### src/hdl/ebpf_ram.sv
// Generic single-write, single-read synchronous RAM with registered read data.
// No dependencies.
module ebpf_ram #(
  parameter int WIDTH = 64,
  parameter int DEPTH = 16
) (
  input  logic                     clk,
  input  logic                     we,
  input  logic [$clog2(DEPTH)-1:0] waddr,
  input  logic [WIDTH-1:0]         wdata,
  input  logic [$clog2(DEPTH)-1:0] raddr,
  output logic [WIDTH-1:0]         rdata
);

  logic [WIDTH-1:0] mem [DEPTH];
  logic [WIDTH-1:0] rdata_r;

  always_ff @(posedge clk) begin
    if (we) begin
      mem[waddr] <= wdata;
    end
    rdata_r <= mem[raddr];
  end

  assign rdata = rdata_r;

endmodule

### config.mk
export PLATFORM = sky130hd
export DESIGN_NAME = ebpf_ram
export DESIGN_NICKNAME = d
export VERILOG_FILES = /design/src/hdl/ebpf_ram.sv
export SDC_FILE = /design/constraint.sdc
export NUM_CORES = 1
export LEC_CHECK = 0
export ABC_AREA = 1
export BUFFER_PORTS_ARGS = -buffer_cell sky130_fd_sc_hd__buf_2
export CAP_MARGIN = 30
export CORE_UTILIZATION = 51
export DETAILED_ROUTE_END_ITERATION = 12
export PLACE_DENSITY = 0.67
export SYNTH_ARGS = -nofsm -noshare
export SYNTH_HDL_FRONTEND = slang
export SYNTH_SLANG_ARGS = --single-unit
### constraint.sdc
create_clock -name clk -period 4.5 [get_ports clk]
set_clock_uncertainty 0.15 [all_clocks]
set_input_delay 0.675 -clock clk [delete_from_list [all_inputs] [get_ports clk]]
set_output_delay 0.675 -clock clk [all_outputs]
set_load 0.05 [all_outputs]
# == After elaboration in Yosys (flattened, before gate mapping) ==
# Memories as Yosys holds them, arrays and structs flattened. A register that Yosys moved wholly into a read port is not among the register bits.
# Index checks and enable logic that the tools add are counted.
# totals
inputBits,74
reg_bits,0
latchBits,0
romBits,0
ram_bits,1024
memories,1
# classes
n_reduce_logical,0
magnitude_cmp,0
bitwise,0
n_div,0
muxes,2
n_eq_ne,0
mul,0
shift,0
add_sub_neg,0
# mem_list
name,depth,width,rd,rd_clocked_by_memory_dff,write_ports,line_no,rtl
mem,16,64,1,1,1,15,logic [WIDTH-1:0] mem [DEPTH];
# op_table
op,count
$mux 1,2

# == Longest topological paths before layout ==
# Gate-level depths: netlist of the first run.
# logic_depth
depth_word,2
mapped_depth,10
depth_no_buf,7

# == Worst setup path after synthesis of the first run ==
# Ideal clock, no wire load.
# synth_path
path_type,input -> register
from,input waddr[2]
to,"memory mem[10][0], enable pin"
path_buffers,0
t_required_ns,3.864
setup_slack_ns,0.296
setup_time_ns,0.486
arrival_time_ns,3.567
path_stages,2
cell_sequence,nand3b_1 > nor2_1
# synth_rtl
item,line_no,rtl
start: declaration,9,"input logic [$clog2(DEPTH)-1:0] waddr,"
end: declaration,15,
# Straight into the memory's write port.

==> qor.txt, run 1 <==
Run status - finished clean
# Post-CTS Setup Buffers - 0
Mean area per synthesized cell - 10.8 um2
Routing usage on met1 - 0.325
TritonCTS clock tree - built
Clock latency on the worst-skew pair - 670 ps
Endpoints failing hold - 0
CTS sink cnt - 1,088
Overall Global Routing Usage - 0.237
Hold-critical path depth - 1
Final setup vio count - 0
Place WS - 1600 ps
Worst path arrival time - 2690 ps
Mapped Nets - 4,284
Rows - 108
Global-route wire length before repair - 162 mm
Synthesized area - 0.0453 mm2
Number of H-tree levels - 3
Final Slew Violations - 0
Most frequent CP cell - nand3_1
Area Overhead vs Synth - 11.6%
DRC violations left - 0
DIE HEIGHT - 300 um
Layout cells sized above 1 - 0.0843
Top-area cell type share of the netlist area - 0.679
Commonest cells after routing, fill and taps aside - nand2_1, edfxtp_1, inv_1
Crit Path Class - in -> reg
Hold endpoint - mem[1][28]
Max clock buf depth - 3
Largest net degree at the start of global routing - 234
MaxCap Viol Count - 0
Nets - 4,368
Die Width - 300 um
Vias in the first global route - 27,600
Crit end category - flip-flop
Detailed-route wire length per cell - 19.1 um
Pleak - 21.5 nW
Cts bufs inserted - 110
First-pass detailed-route iteration total - 5
Grt ovf - 0
Tcrit/Tclk final - 0.510
Yosys cell types - 15
# resized after CTS - 0
Via density - 5.20
Worst path cell trace - buf_8 > inv_16 > buf_4 > nand2_1 > nand3_1 > nand3_1 > nand3_1 > nand2_1
PortBufs - 137
Reg-to-Reg Start - mem[14][31]
DIE AREA - 0.0900 mm2
Gpl congestion - 0.744
Design Area, Final - 0.0505 mm2
Met2 usage - 0.396
Core Box Area - 0.0873 mm2
Max_slew headroom - 0.276
Peak VDD IR - 0.000299 V
R2R Path End - rdata[31]
Final setup margin - 2210 ps
Non-Filler Instances - 5,548
Mapped Cells - 4,210
FMAX - 436 MHz
Initial core utilization - 0.519
Placement Cell Area - 0.0469 mm2
Met3 Use GR - 0.0337
HPWL after DPL - 48.5 mm
Worst-Margin Slew - 1090 ps
DRT antenna net count - 0
R2r setup slk - 3190 ps
IO Count - 138
Hold path start - wdata[28]
Commonest non-fill, non-tap cell in the layout - nand2_1
Root Driver - clkbuf_16
Worst Reg2Reg Path Length in Cells - 6
Flops & latches, synth - 1,088
Share of synthesized area occupied by flip-flops and latches - 0.707
Clock transition at the registers of the reported paths - 60 ps
Max incr delay on CP - 630 ps
Dpl cells - 5,336
HP Class - in -> reg
WL final - 106 mm
CP required - 4900 ps
PwrDens - 436 mW/mm2
Setup TNS - 0 ps
DR vias - 28,800
CP max-delay cell - inv_16
RSZ-0062 raised after global routing - false
CTS Hold Bufs - 0
Cell taking the most area after synthesis - edfxtp_1
Synth top area cells - edfxtp_1, nand2_1, nand3_1
Initial DRC count - 2,821
Crit Path Max Fanout - 233
Ys Warns - 0
Final Critical Period - 2290 ps
Initial antenna violation count - 11
GR peak layer - met2
CP startpoint kind - input pin
Total power - 0.0220 W
## per-stage QoR
| stage | hold WS, ps | util |
|---|---|---|
| 6_report | 228 | 0.579 |
| 5_1_grt | 219 | 0.579 |
| 4_1_cts | 181 | 0.579 |
| 3_5_place_dp | 485 | 0.537 |
| 3_3_place_gp | 474 | 0.537 |
| 2_1_floorplan | 457 | - |
## cells in the mapped netlist (all sizes together)
master / number
dfxtp: 64
nand3b: 2
nor2: 17
edfxtp: 1024
inv: 774
nand3: 769
nand2: 1349
buf: 190
clkbuf: 21
## worst max path at each step
stage	from	to	depth (start not counted)
after floorplan	waddr[2]	mem[10][0]	2
after global placement	waddr[3]	mem[5][59]	4
after detailed placement	raddr[0]	rdata[13]	8
after CTS	rdata[32]	rdata[32]	1
after global routing	raddr[0]	rdata[17]	8
final	raddr[0]	rdata[13]	8
## final cells by class
class,instances,area [um2]
timing repair buffer,183,1380
fill,7185,36700
clock buffer,144,3030
antenna,4,10.0
multi-input combinational,2137,9110
inverter,774,2940
tap,1155,1450
sequential,1088,32000
clock inverter,63,599
## power by group
part	total (W)	switching, W	internal [W]
clock	0.00915	0.00379	0.00536
combinational	0.00147	0.00111	0.000353
sequential	0.0114	0.0000778	0.0113
total	0.0220	0.00498	0.0170
## worst max-delay path, delay by kind of cell
kind | cells | cell delay, ps
buffers and inverters | 3 | 1380
AND/OR/NAND/NOR | 5 | 480
## metal layers
metal | wire length (um) | up-vias
met5 | 107 | -
met4 | 2380 | 16
met3 | 7560 | 205
met2 | 51800 | 1005
met1 | 44400 | 13800
li1 | - | 13800
## cells by family (layout without fill, tap and decap cells)
logic type / after synthesis / in the layout / share of synthesized area
buffers and inverters: 985 / 1164 / 0.0942
DFF: 1088 / 1088 / 0.707
other: 0 / 4 / 0
and+or+nand+nor: 2137 / 2137 / 0.199
## sequential cells by signal, summed over array words and instances, names as in the netlist
| name | cells |
|---|---|
| mem | 1024 |
| rdata | 64 |
No activity file was read; power rests on OpenSTA's default activity.
==> inputs of run 2 (changes only) <==
Settings changed: ABC_AREA 1 to 0, PLACE_DENSITY 0.67 to 0.68.
Clock period 4.5 ns to 2.35 ns, I/O delays scaled along.
==> run 2 against run 1 <==
Compared with the run above: power increased by 87%; cell area shrank 7.6%; critical path type is now reg -> out; area after synthesis is 13% lower; die area decreased by 13%; cell count shrank 44%; register-to-register slack worse by 2400 ps; synthesized cell count is 61% lower; flip-flop and latch count stayed put; combinational power grew 70%.
==> qor.txt, run 2 <==
Synth Area in XOR/XNOR - 0 (unchanged)
Biggest register - mem
Most common cell in the netlist - edfxtp_1
Endpoints failing hold - 0 (unchanged)
Crit end category - primary output
Mapped Nets - 1,721 (-60%)
Number of H-tree levels - 3 (unchanged)
Root Driver - clkbuf_16
Die Width - 281 um (-6.5%)
Share of synthesized area occupied by flip-flops and latches - 0.809 (+0.102)
Post-synthesis mux area share - 0.146 (+0.146)
Crit Path Max Fanout - 1 (-99.6%)
Commonest non-fill, non-tap cell in the layout - edfxtp_1
PwrDens - 880 mW/mm2 (+100%)
Clock transition at the registers of the reported paths - 60 ps (about the same)
Final hold slack - 116 ps (-111 ps)
Run status - finished clean
Final Critical Period - 1920 ps
Mean area per synthesized cell - 24.0 um2 (+120%)
DR vias - 18,400 (-36%)
CP startpoint - rdata[15]
Hold path start - raddr[1]
Reg-to-Reg Start - mem[3][46]
Ys async rst share - 0 (unchanged)
Core Box Area - 0.0763 mm2 (-13%)
TritonCTS clock tree - built
Commonest cells after routing, fill and taps aside - edfxtp_1, mux4_2, buf_2
Post-layout util - 0.612 (+0.0326)
Clock latency on the worst-skew pair - 670 ps (about the same)
Max reg flops - 1,024 (unchanged)
Post-Synth Adder-Cell Area - 0 (unchanged)
Crit Path Class - reg -> out
Cts bufs inserted - 105 (-4.5%)
Nets - 2,042 (-53%)
First-pass detailed-route iteration total - 5 (unchanged)
Initial antenna violation count - 4 (-7)
Rows - 101 (-6.5%)
Dpl cells - 2,827 (-47%)
Grt ovf - 0 (unchanged)
Area Overhead vs Synth - 18.0%
FMAX - 522 MHz
Max incr delay on CP - 430 ps (-200 ps)
Layout cells sized above 1 - 0.324 (+0.240)
Yosys cell types - 18 (+3)
R2R Path End - rdata[46]
Setup TNS - 0 ps (unchanged)
WL final - 86.2 mm (-19%)
Max_slew headroom - 0.651 (+0.376)
Post-synthesis compound-gate area fraction - 0.0243 (+0.0243)
PortBufs - 137 (unchanged)
Tcrit/Tclk final - 0.815
DIE HEIGHT - 281 um (-6.5%)
Worst path cell trace - buf_2
Initial core utilization - 0.519 (about the same)
Commonest cells post-synth - edfxtp_1, mux4_2, a22oi_1, nand2_1, dfxtp_1
IO Count - 138 (unchanged)
Mapped Cells - 1,647 (-61%)
Via density - 5.94 (+14%)
Synthesized area - 0.0396 mm2 (-13%)
Largest family of logic cells by synthesized area - multiplexers
Global-route wire length before repair - 128 mm (-21%)
Non-Filler Instances - 3,091 (-44%)
CTS sink cnt - 1,088 (unchanged)
Worst-Margin Slew - 523 ps (-564 ps)
DRT antenna net count - 0 (unchanged)
Worst Reg2Reg Path Length in Cells - 3 (-3)
Worst path arrival time - 1410 ps (-1280 ps)
DRC violations left - 0 (unchanged)
DIE AREA - 0.0787 mm2 (-13%)
Largest net degree at the start of global routing - 65 (-72%)
Critical path depth in cells - 1 (-7)
Post-synthesis simple-gate area fraction - 0.00942 (-0.189)
HP Class - in -> reg
Ys flop type - edfxtp_1
CP required - 1850 ps (-3050 ps)
R2r setup slk - 790 ps (-2400 ps)
Crit path max-delay family - flip-flops
Flops & latches, synth - 1,088 (unchanged)
Overall Global Routing Usage - 0.225 (-0.0127)
HPWL after DPL - 44.1 mm (-9.1%)
RSZ-0062 raised after global routing - false
Number of flops mapped to enable cells by yosys - 1,024 (unchanged)
MaxCap Viol Count - 0 (unchanged)
Detailed-route wire length per cell - 27.9 um (+46%)
Gpl congestion - 0.725 (-2.6%)
Critical Path End - rdata[15]
Top-area cell type share of the netlist area - 0.777 (+0.0979)
Max clock buf depth - 3 (unchanged)
CP max-delay cell - dfxtp_1
CP startpoint kind - flip-flop
Final setup vio count - 0 (unchanged)
Vias in the first global route - 19,600 (-29%)
Initial DRC count - 1,730 (-39%)
CP bufs+invs - 1 (-2)
Final Slew Violations - 0 (unchanged)
Pleak - 15.2 nW (-29%)
Ys Warns - 0 (unchanged)
Synth top area cells - edfxtp_1, mux4_2, dfxtp_1
Cell taking the most area after synthesis - edfxtp_1
Peak VDD IR - 0.000593 V (+98%)
-- run 2: cell types whose count changed after synthesis, moves of 4 or more --
| cell | change |
|---|---|
| clkbuf_1 | +15 |
| nor3_1 | +4 |
| nand3_1 | -768 |
| nor2_1 | -4 |
| a22oi_1 | +128 |
| nand2_1 | -1284 |
| mux4_2 | +256 |
| buf_2 | -103 |
| buf_6 | -33 |
| buf_4 | -10 |
| buf_1 | +5 |
| inv_1 | -771 |
-- run 2: layout make-up --
type	instances	area, um2
clock buffers	145	2930
repair buffers	298	2630
diodes	1	2.50
multi-input cells	475	7270
well taps	1030	1290
flip-flops and latches	1088	32000
clock inverters	54	534
fillers	5199	29600
-- run 2: worst min path at each step --
stage | end | depth (start not counted) | slack [ps]
floorplan | mem[0][0] | 0 | 300
global placement | rdata[8] | 3 | 500
detailed placement | rdata[52] | 3 | 510
CTS | rdata[58] | 4 | 90
global route | rdata[58] | 4 | 130
finish | rdata[58] | 4 | 120
-- run 2: power breakdown --
group	internal, W	leakage (nW)	switching, W
Sequential	0.0217	9.79	0.000154
Combinational	0.000928	3.69	0.00157
Clock	0.00973	1.70	0.00700
Total	0.0324	15.2	0.00872
-- run 2: repair_timing --
action                                  CTS  global route
hold buffers                             64             0
gates resized for setup                   0             0
endpoints found under the hold margin  1024             0
setup buffers                             0             0
-- run 2: routing by layer --
metal / track usage / routed length [um]
met2: 0.361 / 42400
met3: 0.0405 / 6550
met4: 0.0583 / 1410
met1: 0.322 / 35800
met5: 0 / 29
-- run 2: cell families after synthesis --
| group | after synthesis |
|---|---|
| AOI/OAI and AO/OA | 128 |
| buffers and inverters | 84 |
| DFF | 1088 |
| muxes | 256 |
| and+or+nand+nor | 91 |
-- run 2: stage by stage --
step           worst slack, ps  power [W]  cell area, um2
6_report                   434     0.0411           46700
5_1_grt                    347     0.0423           46700
4_1_cts                    409     0.0414           46700
3_5_place_dp               152     0.0247           42600
3_3_place_gp               154     0.0246           42600
2_1_floorplan             -620     0.0237           39700
-- run 2: worst reg2reg max path, stage by stage, from the launching register on --
cell,delay [ps]
edfxtp_1,380
mux4_2,470
a22oi_1,250
nand2_1,170
